## src/qled_pkg.sv

```systemverilog
// ----------------------------------------------------------------------------
// qled_pkg
// Shared types and constants for the quoted literal escape decoder.
// ----------------------------------------------------------------------------
package qled_pkg;

  localparam int unsigned ACCUM_WIDTH_DEF = 64;
  localparam int unsigned MAX_RESULTS     = 3;

  // Decoder mode
  typedef enum logic [2:0] {
    MODE_IDLE     = 3'd0,
    MODE_TEXT     = 3'd1,
    MODE_ESC      = 3'd2,
    MODE_HEX_NONE = 3'd3,
    MODE_HEX_DIG  = 3'd4,
    MODE_OCT      = 3'd5
  } mode_e;

  // Error codes carried with each result word
  typedef enum logic [2:0] {
    ERR_NONE      = 3'd0,
    ERR_UNTERM    = 3'd1,
    ERR_HEX_EMPTY = 3'd2,
    ERR_HEX_RANGE = 3'd3,
    ERR_OCT_RANGE = 3'd4,
    ERR_UNKNOWN   = 3'd5
  } err_e;

  // One result word
  typedef struct packed {
    logic       data_valid;
    logic [7:0] decoded_byte;
    logic [2:0] error_code;
    logic       token_done;
    logic       run_last;
  } res_t;

endpackage

```

## src/qled_decode.sv

```systemverilog
// ----------------------------------------------------------------------------
// qled_decode
// Next-state and result logic for one literal byte, up to three results.
// ----------------------------------------------------------------------------
module qled_decode
  import qled_pkg::*;
#(
  parameter int unsigned ACCUM_WIDTH = ACCUM_WIDTH_DEF
) (
  input  logic [7:0]             byte_i,
  input  logic                   first_i,
  input  logic                   last_i,
  input  mode_e                  mode_i,
  input  logic [7:0]             quote_i,
  input  logic [ACCUM_WIDTH-1:0] acc_i,
  input  logic [1:0]             oct_i,
  output mode_e                  mode_o,
  output logic [7:0]             quote_o,
  output logic [ACCUM_WIDTH-1:0] acc_o,
  output logic [1:0]             oct_o,
  output res_t [2:0]             res_o,
  output logic [1:0]             cnt_o
);

  localparam logic [7:0] CH_BSLASH = 8'h5C;
  localparam logic [7:0] CH_SQUOTE = 8'h27;
  localparam logic [7:0] CH_DQUOTE = 8'h22;
  localparam logic [7:0] CH_QMARK  = 8'h3F;
  localparam logic [7:0] CH_LA     = 8'h61;
  localparam logic [7:0] CH_LB     = 8'h62;
  localparam logic [7:0] CH_LF     = 8'h66;
  localparam logic [7:0] CH_LN     = 8'h6E;
  localparam logic [7:0] CH_LR     = 8'h72;
  localparam logic [7:0] CH_LT     = 8'h74;
  localparam logic [7:0] CH_LV     = 8'h76;
  localparam logic [7:0] CH_LX     = 8'h78;

  function automatic res_t mk(logic v, logic [7:0] b, err_e e);
    res_t r;
    r              = '0;
    r.data_valid   = v;
    r.decoded_byte = b;
    r.error_code   = e;
    return r;
  endfunction

  function automatic logic is_pending(mode_e m);
    return (m == MODE_ESC) || (m == MODE_HEX_NONE) || (m == MODE_HEX_DIG) ||
           (m == MODE_OCT);
  endfunction

  // Result for an escape closed before its next byte
  function automatic res_t flush_res(mode_e m, logic [ACCUM_WIDTH-1:0] a);
    res_t r;
    logic big;
    big = |a[ACCUM_WIDTH-1:8];
    case (m)
      MODE_ESC:      r = mk(1'b1, CH_BSLASH, ERR_NONE);
      MODE_HEX_NONE: r = mk(1'b1, 8'h00, ERR_HEX_EMPTY);
      MODE_HEX_DIG:  r = mk(1'b1, a[7:0], big ? ERR_HEX_RANGE : ERR_NONE);
      MODE_OCT:      r = mk(1'b1, a[7:0], big ? ERR_OCT_RANGE : ERR_NONE);
      default:       r = '0;
    endcase
    return r;
  endfunction

  logic                   hex_ok;
  logic [3:0]             hex_val;
  logic                   oct_dig;
  logic [ACCUM_WIDTH-1:0] acc_hex;
  logic [ACCUM_WIDTH-1:0] acc_oct;

  always_comb begin
    hex_ok  = 1'b1;
    hex_val = byte_i[3:0];
    if (byte_i inside {[8'h30:8'h39]}) begin
      hex_val = byte_i[3:0];
    end else if ((byte_i inside {[8'h61:8'h66]}) || (byte_i inside {[8'h41:8'h46]})) begin
      hex_val = byte_i[3:0] + 4'd9;
    end else begin
      hex_ok = 1'b0;
    end
  end

  assign oct_dig = (byte_i[7:3] == 5'b00110);
  // Saturate when a further digit would overflow the accumulator
  assign acc_hex = (acc_i[ACCUM_WIDTH-1:ACCUM_WIDTH-4] == 4'd0) ?
                   {acc_i[ACCUM_WIDTH-5:0], hex_val} : '1;
  assign acc_oct = {acc_i[ACCUM_WIDTH-4:0], byte_i[2:0]};

  // Content byte handling
  mode_e                  hb_mode;
  logic [ACCUM_WIDTH-1:0] hb_acc;
  logic [1:0]             hb_oct;
  logic                   hb_s1v;
  res_t                   hb_s1;
  logic                   hb_s2v;
  res_t                   hb_s2;
  logic                   hb_text;

  always_comb begin
    hb_mode = mode_i;
    hb_acc  = acc_i;
    hb_oct  = oct_i;
    hb_s1v  = 1'b0;
    hb_s1   = '0;
    hb_s2v  = 1'b0;
    hb_s2   = '0;
    hb_text = 1'b0;
    case (mode_i)
      MODE_ESC: begin
        hb_mode = MODE_TEXT;
        hb_s2v  = 1'b1;
        case (byte_i)
          CH_SQUOTE, CH_DQUOTE, CH_QMARK, CH_BSLASH: hb_s2 = mk(1'b1, byte_i, ERR_NONE);
          CH_LA: hb_s2 = mk(1'b1, 8'd7, ERR_NONE);
          CH_LB: hb_s2 = mk(1'b1, 8'd8, ERR_NONE);
          CH_LF: hb_s2 = mk(1'b1, 8'd12, ERR_NONE);
          CH_LN: hb_s2 = mk(1'b1, 8'd10, ERR_NONE);
          CH_LR: hb_s2 = mk(1'b1, 8'd13, ERR_NONE);
          CH_LT: hb_s2 = mk(1'b1, 8'd9, ERR_NONE);
          CH_LV: hb_s2 = mk(1'b1, 8'd11, ERR_NONE);
          CH_LX: begin
            hb_s2v  = 1'b0;
            hb_mode = MODE_HEX_NONE;
            hb_acc  = '0;
          end
          default: begin
            if (oct_dig) begin
              hb_s2v  = 1'b0;
              hb_mode = MODE_OCT;
              hb_acc  = ACCUM_WIDTH'(byte_i[2:0]);
              hb_oct  = 2'd1;
            end else begin
              hb_s2 = mk(1'b1, byte_i, ERR_UNKNOWN);
            end
          end
        endcase
      end
      MODE_HEX_NONE, MODE_HEX_DIG: begin
        if (hex_ok) begin
          hb_acc  = acc_hex;
          hb_mode = MODE_HEX_DIG;
        end else begin
          hb_s1v  = 1'b1;
          hb_s1   = flush_res(mode_i, acc_i);
          hb_text = 1'b1;
        end
      end
      MODE_OCT: begin
        if (oct_dig) begin
          if (oct_i >= 2'd2) begin
            // third digit closes the escape
            hb_s1v  = 1'b1;
            hb_s1   = flush_res(MODE_OCT, acc_oct);
            hb_mode = MODE_TEXT;
            hb_acc  = '0;
            hb_oct  = '0;
          end else begin
            hb_acc = acc_oct;
            hb_oct = oct_i + 2'd1;
          end
        end else begin
          hb_s1v  = 1'b1;
          hb_s1   = flush_res(mode_i, acc_i);
          hb_text = 1'b1;
        end
      end
      default: hb_text = 1'b1;
    endcase
    if (hb_text) begin
      hb_acc = '0;
      hb_oct = '0;
      if (byte_i == CH_BSLASH) begin
        hb_mode = MODE_ESC;
      end else begin
        hb_mode = MODE_TEXT;
        hb_s2v  = 1'b1;
        hb_s2   = mk(1'b1, byte_i, ERR_NONE);
      end
    end
  end

  // Slot order: unterminated mark, flush, byte result, final flush
  logic [3:0] sv;
  res_t [3:0] slot;
  logic       done;
  logic [1:0] n;

  always_comb begin
    sv      = '0;
    slot    = '0;
    done    = 1'b0;
    mode_o  = mode_i;
    quote_o = quote_i;
    acc_o   = acc_i;
    oct_o   = oct_i;
    if (first_i) begin
      quote_o = byte_i;
      mode_o  = MODE_TEXT;
      acc_o   = '0;
      oct_o   = '0;
      if (last_i) begin
        sv[0]   = 1'b1;
        slot[0] = mk(1'b0, 8'h00, ERR_UNTERM);
        done    = 1'b1;
        mode_o  = MODE_IDLE;
      end
    end else if (mode_i == MODE_IDLE) begin
      sv = '0;
    end else if (last_i) begin
      if (byte_i == quote_i) begin
        sv[1]   = 1'b1;
        slot[1] = is_pending(mode_i) ? flush_res(mode_i, acc_i) : mk(1'b0, 8'h00, ERR_NONE);
      end else begin
        sv[0]   = 1'b1;
        slot[0] = mk(1'b0, 8'h00, ERR_UNTERM);
        sv[1]   = hb_s1v;
        slot[1] = hb_s1;
        sv[2]   = hb_s2v;
        slot[2] = hb_s2;
        sv[3]   = is_pending(hb_mode);
        slot[3] = flush_res(hb_mode, hb_acc);
      end
      done   = 1'b1;
      mode_o = MODE_IDLE;
      acc_o  = '0;
      oct_o  = '0;
    end else begin
      sv[1]   = hb_s1v;
      slot[1] = hb_s1;
      sv[2]   = hb_s2v;
      slot[2] = hb_s2;
      mode_o  = hb_mode;
      acc_o   = hb_acc;
      oct_o   = hb_oct;
    end
  end

  // Pack the live slots down into result order
  always_comb begin
    n     = '0;
    res_o = '0;
    for (int k = 0; k < 4; k++) begin
      if (sv[k] && (n != 2'd3)) begin
        res_o[n] = slot[k];
        n        = n + 2'd1;
      end
    end
    if (n != 2'd0) begin
      res_o[n - 2'd1].run_last   = 1'b1;
      res_o[n - 2'd1].token_done = done;
    end
  end

  assign cnt_o = n;

endmodule

```

## src/qled_outq.sv

```systemverilog
// ----------------------------------------------------------------------------
// qled_outq
// Result register: holds the words of one byte and hands them out in order.
// ----------------------------------------------------------------------------
module qled_outq
  import qled_pkg::*;
(
  input  logic       clk_i,
  input  logic       rst_ni,
  input  logic       load_i,
  input  res_t [2:0] res_i,
  input  logic [1:0] cnt_i,
  output logic       free_o,
  output logic       valid_o,
  input  logic       ready_i,
  output res_t       res_o
);

  res_t [2:0] res_q;
  logic [1:0] rd_q, rd_d;
  logic [1:0] rem_q, rem_d;
  logic       pop;

  assign valid_o = (rem_q != 2'd0);
  assign pop     = valid_o && ready_i;
  // Free when empty or when the last held word leaves in this cycle
  assign free_o  = (rem_q == 2'd0) || ((rem_q == 2'd1) && ready_i);
  assign res_o   = res_q[rd_q];

  always_comb begin
    rd_d  = rd_q;
    rem_d = rem_q;
    if (load_i) begin
      rd_d  = '0;
      rem_d = cnt_i;
    end else if (pop) begin
      rd_d  = rd_q + 2'd1;
      rem_d = rem_q - 2'd1;
    end
  end

  always_ff @(posedge clk_i or negedge rst_ni) begin
    if (!rst_ni) begin
      rd_q  <= '0;
      rem_q <= '0;
    end else begin
      rd_q  <= rd_d;
      rem_q <= rem_d;
    end
  end

  always_ff @(posedge clk_i) begin
    if (load_i) begin
      res_q <= res_i;
    end
  end

endmodule

```

## src/quoted_literal_escape_decoder.sv

```systemverilog
// ----------------------------------------------------------------------------
// quoted_literal_escape_decoder
// Decodes the bytes of a quoted C literal into the byte values it stands for.
// ----------------------------------------------------------------------------
// Usage:
//   Feed the raw literal on the s_axis channel, one byte per word, starting
//   with the opening quote (tuser high) and ending with tlast on the final
//   byte. Decoded words leave on m_axis: tdata carries the byte and the error
//   code, tuser flags a valid byte and the end of the literal, tlast marks the
//   last word caused by one input byte. A byte may cause zero to three words.
//   A word appears in the cycle after its byte is accepted. Throughput:
//   one byte per cycle while each byte yields at most one word and the
//   receiver is ready; a byte that yields more than one word holds
//   s_axis_tready low until its last word leaves the single output register, which drains one word per cycle.
//   Reset clears the decoder to idle: bytes arriving before an opening quote
//   are dropped without a result. When the receiver stalls, the held words
//   stay put and s_axis_tready drops once the next byte has nowhere to go.
// ----------------------------------------------------------------------------
module quoted_literal_escape_decoder
  import qled_pkg::*;
#(
  parameter int unsigned ACCUM_WIDTH = ACCUM_WIDTH_DEF
) (
  input  logic        clk_i,
  input  logic        rst_ni,
  input  logic        s_axis_tvalid,
  output logic        s_axis_tready,
  input  logic [7:0]  s_axis_tdata,  // [7:0] byte_in
  input  logic        s_axis_tuser,  // [0] first_byte
  input  logic        s_axis_tlast,  // last_byte
  output logic        m_axis_tvalid,
  input  logic        m_axis_tready,
  output logic [15:0] m_axis_tdata,  // [7:0] decoded_byte, [10:8] error_code
  output logic [1:0]  m_axis_tuser,  // [0] data_valid, [1] token_done
  output logic        m_axis_tlast   // run_last
);

  // Decoder state
  mode_e                  mode_q, mode_d;
  logic [7:0]             quote_q, quote_d;
  logic [ACCUM_WIDTH-1:0] acc_q, acc_d;
  logic [1:0]             oct_q, oct_d;

  res_t [2:0] res;
  logic [1:0] cnt;
  logic       accept;
  res_t       out_res;

  assign accept = s_axis_tvalid && s_axis_tready;

  qled_decode #(
    .ACCUM_WIDTH(ACCUM_WIDTH)
  ) u_decode (
    .byte_i (s_axis_tdata),
    .first_i(s_axis_tuser),
    .last_i (s_axis_tlast),
    .mode_i (mode_q),
    .quote_i(quote_q),
    .acc_i  (acc_q),
    .oct_i  (oct_q),
    .mode_o (mode_d),
    .quote_o(quote_d),
    .acc_o  (acc_d),
    .oct_o  (oct_d),
    .res_o  (res),
    .cnt_o  (cnt)
  );

  // Advance the state only on an accepted word
  always_ff @(posedge clk_i or negedge rst_ni) begin
    if (!rst_ni) begin
      mode_q  <= MODE_IDLE;
      quote_q <= '0;
      acc_q   <= '0;
      oct_q   <= '0;
    end else if (accept) begin
      mode_q  <= mode_d;
      quote_q <= quote_d;
      acc_q   <= acc_d;
      oct_q   <= oct_d;
    end
  end

  qled_outq u_outq (
    .clk_i  (clk_i),
    .rst_ni (rst_ni),
    .load_i (accept),
    .res_i  (res),
    .cnt_i  (cnt),
    .free_o (s_axis_tready),
    .valid_o(m_axis_tvalid),
    .ready_i(m_axis_tready),
    .res_o  (out_res)
  );

  assign m_axis_tdata = {5'b0, out_res.error_code, out_res.decoded_byte};
  assign m_axis_tuser = {out_res.token_done, out_res.data_valid};
  assign m_axis_tlast = out_res.run_last;

endmodule
```

## config.mk

```make
export PLATFORM = sky130hd
export DESIGN_NAME = quoted_literal_escape_decoder
export DESIGN_NICKNAME = d
export VERILOG_FILES = /design/src/qled_pkg.sv /design/src/qled_decode.sv /design/src/qled_outq.sv /design/src/quoted_literal_escape_decoder.sv
export SDC_FILE = /design/constraint.sdc
export NUM_CORES = 1
export LEC_CHECK = 0
export BUFFER_PORTS_ARGS = -buffer_cell sky130_fd_sc_hd__buf_2
export CORE_MARGIN = 1.5
export CORE_UTILIZATION = 40
export CTS_CLUSTER_SIZE = 16
export DETAILED_ROUTE_END_ITERATION = 10
export GPL_TIMING_DRIVEN = 0
export PLACE_DENSITY = 0.58
export SYNTH_ARGS = -nofsm -noshare
export SYNTH_HDL_FRONTEND = slang
export SYNTH_HIERARCHICAL = 1
export SYNTH_SLANG_ARGS = --single-unit
```

## constraint.sdc

```tcl
create_clock -name clk_i -period 4.2 [get_ports clk_i]
set_input_delay 0.84 -clock clk_i [delete_from_list [all_inputs] [get_ports clk_i]]
set_output_delay 0.84 -clock clk_i [all_outputs]
set_load 0.005 [all_outputs]
```

After elaboration in Yosys (flattened, before gate mapping). Cells that the tools add are included.

Bits of input ports: 14. Flip-flop bits (word level): 123. Output and inout port bits: 21. Word-level logic and storage cells: 229.

Add/sub/neg operators: 8. Reduce and logical (&&, ||, !) cells: 38. Equal/unequal tests: 30. $lt $le $gt $ge: 16. Muxes and demuxes: 116.

Operator list (count): 64-bit 2-to-1 mux (9); 14-bit 2-to-1 mux (16); 42-bit bitwise mux (5); 42-bit 2-to-1 mux (5); 64-bit case mux with 3 select lines (1); 56-bit OR reduction (3); 14-bit demux with 2-bit select (5); 64-bit case mux with 2 select lines (1); 14-bit case mux with 9 select lines (1); 14-bit case mux with 4 select lines (2); 8-bit by 7-bit equality test with 1-bit output (second input constant) (9); 28-bit 2-to-1 mux (2); 56-bit 2-to-1 mux (1); 3-bit 2-to-1 mux (15); 2-bit 2-to-1 mux (21); 14-bit case mux with 3 select lines (1); 14-bit binary-select mux with 2-bit select (1); 14-bit case mux with 2 select lines (1); 8-bit by 6-bit equality test with 1-bit output (second input constant) (3); 1-bit 2-to-1 mux (20); 8-bit by 7-bit >= comparator with 1-bit output (second input constant) (2); 8-bit by 7-bit less-or-equal comparator with 1-bit output (second input constant) (2); 1-bit logical AND (13); 3-bit by 2-bit equality test with 1-bit output (second input constant) (4); other kinds (37) (65).

Longest topological paths before layout.
Depth in word-level cells: 34. Mapped depth: 19. Depth with buffers taken out: 17.

Cells and area by module. The synthesis kept the hierarchy.

Modules (own cells, without submodules): qled_decode (sequential area each 0.0 um^2, area each 4580.6 um^2, cells each 812, times used 1); quoted_literal_escape_decoder (sequential area each 1926.8 um^2, area each 2985.4 um^2, cells each 170, times used 1); qled_outq (sequential area each 1361.3 um^2, area each 1803.0 um^2, cells each 112, times used 1).

Worst setup path after synthesis. OpenSTA, ideal clock, no wires.

Path kind: input-to-reg. Start point: input port s_axis_tdata[1]. End point: register u_outq/res_q[18] (netlist bit), data pin. Data arrival time: 4.440 ns. Buffers on the path: 3. Required time: 3.935 ns. Slack: -0.505 ns. Cell stages on the path: 19. Library setup time: 0.265 ns. Cells stage by stage: clkbuf_1 -> inv_1 -> ha_1 -> or3b_1 -> and4b_1 -> buf_4 -> nor3_1 -> o21a_1 -> inv_1 -> ha_1 -> inv_1 -> and2_1 -> o21ai_1 -> ha_1 -> nor2_4 -> and2_1 -> buf_2 -> a221oi_1 -> a21oi_1.

RTL lines: start: declaration (RTL line quoted_literal_escape_decoder.sv:28) `input logic [7:0] s_axis_tdata,`; end signal: assignment (RTL line qled_outq.sv:54) `res_q <= res_i;`; end: declaration (RTL line qled_outq.sv:19) `res_t [2:0] res_q;`.

==> key figures <==
Outcome
  • Status: complete, no violations

Clock network
  • H-tree Lvls: 4
  • Sink Count: 123
  • Hold-fix buffers, CTS: 0
  • Worst-case clock buffer depth: 2
  • Clock transition at the registers of the reported paths: 0.07 ns
  • CTS tree: built
  • Root Driver: clkbuf_16
  • Latest clock arrival within the worst-skew pair: 0.44 ns
  • TritonCTS buffer count: 17

Synth
  • Post-synthesis compound-gate area fraction: 0.228
  • Proportion of synthesized area in mux cells: 0.131
  • Largest family of logic cells by synthesized area: compound AO/OA/AOI/OAI gates
  • Share of flip-flops with an asynchronous set or reset: 0.659
  • Unique masters post-synth: 84
  • Sequential fraction of the synthesis area: 0.351
  • #FFs+latches synth: 123
  • Post-synth EDFFs: 42
  • Syn Inst Count: 1,094
  • Xor and xnor area share after synthesis: 0.0120
  • Synthesized area per cell: 8.56 um^2
  • Top_reg_cell synth: dfrtp_1
  • Synthesized cell area: 9370 um^2
  • Adder-cell share of the synthesized area: 0.0160
  • Simple-Gate Fraction of Synth Area: 0.208
  • Ys Warns: 6

Worst setup path
  • CP Max Fanout: 10
  • Crit-path leading delay family: compound AO/OA/AOI/OAI gates
  • Worst R2R Path Depth: 11
  • Crit-path max cell delay: 0.47 ns
  • WP data required: 4.37 ns
  • Critical path's slowest cell: o22ai_1
  • R2R setup slack: 0.25 ns
  • CP Data Arrival Time: 4.27 ns
  • WP buf/inv: 3
  • Crit. Startpoint: s_axis_tdata[7]
  • RR Startpoint: mode_q[1]
  • Cell count along the critical path: 12
  • Kind of critical path: in2reg
  • R2R Path End: u_outq/res_q[4]
  • Crit path launch type: input pin
  • Critical-path cell list: buf_2 > nand4bb_1 > buf_2 > o22ai_1 > o21ai_1 > buf_2 > o22ai_1 > nand4_1 > nor4_1 > a21oi_1 > o2111ai_2 > o21ai_1
  • Critical Path Sink: u_outq/res_q[4]
  • Most common cell on crit path: buf_2
  • Worst Setup End Kind: flop

Timing
  • Endpoints failing setup: 0
  • Slew Viols, Final: 0
  • Worst Clk Skew: 0.0105 ns
  • Worst-Margin Slew: 0.940 ns
  • Fin crit share: 0.975
  • Final count of hold timing violations: 0
  • Worst hold slack: 0.391 ns
  • Slew headroom: 0.367
  • FMAX: 0.244 GHz
  • Crit path time final: 4.10 ns

Final layout
  • Proportion of layout cells with a drive suffix above 1: 0.216
  • Nets: 1,176
  • ANT cells: 0
  • Filler instances: 2,267
  • P&R area growth vs syn: 14.9%
  • Most common library cell in the layout ignoring fill and taps: nor2_1
  • Commonest cells after routing, fill and taps aside: 129 x nor2_1, 122 x nand2_1, 93 x o21ai_0, 84 x a21oi_1, 81 x dfrtp_1

Drt
  • Wirelength per Cell: 21.7 um
  • Remaining DRCs: 0
  • Routed via count: 9,102
  • Remaining antenna violation count: 0
  • Drt first pass iters: 6
  • Drt total wl: 32,100 um
  • Vias per inst: 6.17
  • Initial DRC Count: 926

GRT
  • Antenna violations before repair: 0
  • Global-route wire length before repair: 49,500 um
  • Gr usage total: 0.267
  • Vias in the first global route: 8,464
  • Grt ovf: 0
  • Largest net degree at the start of global routing: 58

Pwr
  • Power density cells: 398 nW/um^2
  • P_leak: 0.00415 uW
  • P_int: 2750 uW
  • Net Switching: 1530 uW
  • Combinational Power Share: 0.298
  • Peak VDD IR: 0.242 mV
  • Seq pwr share: 0.355
  • Tot Pwr: 4280 uW
  • Sw frac: 0.358
  • Clock Power Share: 0.347

Job
  • Max_cap viols: 0

Floorplan
  • Total core area: 22,800 um^2
  • DIE HEIGHT: 156 um
  • Die ar.: 24,400 um^2
  • # IOs: 35
  • Starting Density: 0.411
  • Rows: 55
  • Die width: 156 um

Worst hold path
  • Hold crit path type: in2async

Placed design
  • PortBufs: 24
  • Routability Congestion: 1.01
  • Detailed placement HPWL: 23,000 um
## routing by layer
metal  global-route usage  vias to the layer above  routed length, um
met5                    0                        -                  0
met4                0.120                        0               1210
met3               0.0497                       89               2290
met2                0.442                      463              15100
met1                0.338                     4406              13500
li1                     -                     4144                  -
## area by class of cell
type                    count  area [um^2]  share of cell area
well taps                 313          392              0.0364
inverters                  19         73.8             0.00686
plain buffers              84          457              0.0424
multi-input cells         872         5770               0.536
repair buffers             33          210              0.0195
clock buffers              17          425              0.0395
clock inverters            15          154              0.0143
flip-flops and latches    123         3290               0.305
## cell usage after synthesis, drive strengths merged (3+ instances only)
| library cell | number | area (um^2) |
|---|---|---|
| xor2 | 10 | 95.1 |
| and2 | 13 | 83.8 |
| nor2b | 4 | 40.0 |
| a221o | 3 | 30.0 |
| mux2i | 18 | 184 |
| o31ai | 5 | 52.6 |
| a22o | 12 | 105 |
| nand3b | 4 | 30.0 |
| nand2b | 7 | 43.8 |
| inv | 19 | 71.3 |
| o21a | 5 | 37.5 |
| mux2 | 86 | 1040 |
| a31oi | 4 | 25.0 |
| nand2 | 123 | 462 |
| a21o | 7 | 52.6 |
| nand4 | 12 | 75.1 |
| nor3 | 24 | 120 |
| buf | 46 | 284 |
| or4 | 6 | 45.0 |
| nor4 | 12 | 81.3 |
| or2 | 8 | 50.1 |
| a2111oi | 4 | 57.6 |
| o21bai | 4 | 33.8 |
| o211ai | 8 | 60.1 |
| o21ai | 117 | 593 |
| or3 | 8 | 50.1 |
| o221ai | 8 | 70.1 |
| ha | 12 | 150 |
| a22oi | 18 | 135 |
| nand4b | 3 | 26.3 |
| nand3 | 20 | 113 |
| clkbuf | 38 | 143 |
| a221oi | 16 | 140 |
| dfrtp | 81 | 2030 |
| o22ai | 23 | 144 |
| and3 | 5 | 31.3 |
| nor2 | 132 | 508 |
| nor3b | 10 | 85.1 |
| and3b | 4 | 35.0 |
| edfxtp | 42 | 1260 |
| a21oi | 88 | 467 |
## per-stage QoR
stage | area, um^2 | TNS [ns] | worst slack [ns] | utilization | instances
6_report | 10800 | 0 | 0.104 | 0.473 | 1476
2_1_floorplan | 9460 | 0 | 0.00638 | - | 1098
3_3_place_gp | 9980 | -26.06 | -0.679 | 0.438 | 1435
5_1_grt | 10800 | -0.00157 | -0.00157 | 0.473 | 1476
4_1_cts | 10600 | 0 | 0.00664 | 0.466 | 1469
3_5_place_dp | 10000 | -25.93 | -0.679 | 0.439 | 1436
## flip-flops by register name, indices dropped and copies added (netlist names)
name and cells:
u_outq/rem_q 2, u_outq/res_q 42, mode_q 3, acc_q 64, u_outq/rd_q 2, quote_q 8
oct_q 2
## worst min-delay path by stage
stage	from	end	cells after the start
final	rst_ni	acc_q[18]	1
after global routing	rst_ni	u_outq/rd_q[1]	1
after CTS	rst_ni	acc_q[3]	1
after detailed placement	acc_q[7]	acc_q[7]	1
after global placement	acc_q[7]	acc_q[7]	1
after floorplan	acc_q[7]	acc_q[7]	1
## what timing repair did
item | CTS | global route
cloned | 0 | 0
buffers inserted | 1 | 7
gates resized for setup | 5 | 28
setup endpoints to repair | 44 | 44
pin swaps | 2 | 7
## kinds of logic (layout without fill, tap and decap cells)
logic type | Yosys count | count (layout)
AO/OA/AOI/OAI | 337 | 337
XOR/XNOR | 12 | 12
adder cells (fa/ha/maj) | 12 | 12
buffers and inverters | 103 | 168
flip-flops | 123 | 123
multiplexers | 104 | 104
other | 1 | 5
AND/OR/NAND/NOR | 402 | 402
## power by group through the flow
stage / sequential, uW / combinational (uW) / clock, uW
floorplan: 1520 / 883 / 0
global placement: 1540 / 1220 / 0
detailed placement: 1540 / 1240 / 0
CTS: 1520 / 1240 / 1510
global route: 1540 / 1390 / 1560
finish: 1520 / 1280 / 1490
(Power assumes the default switching activity.)
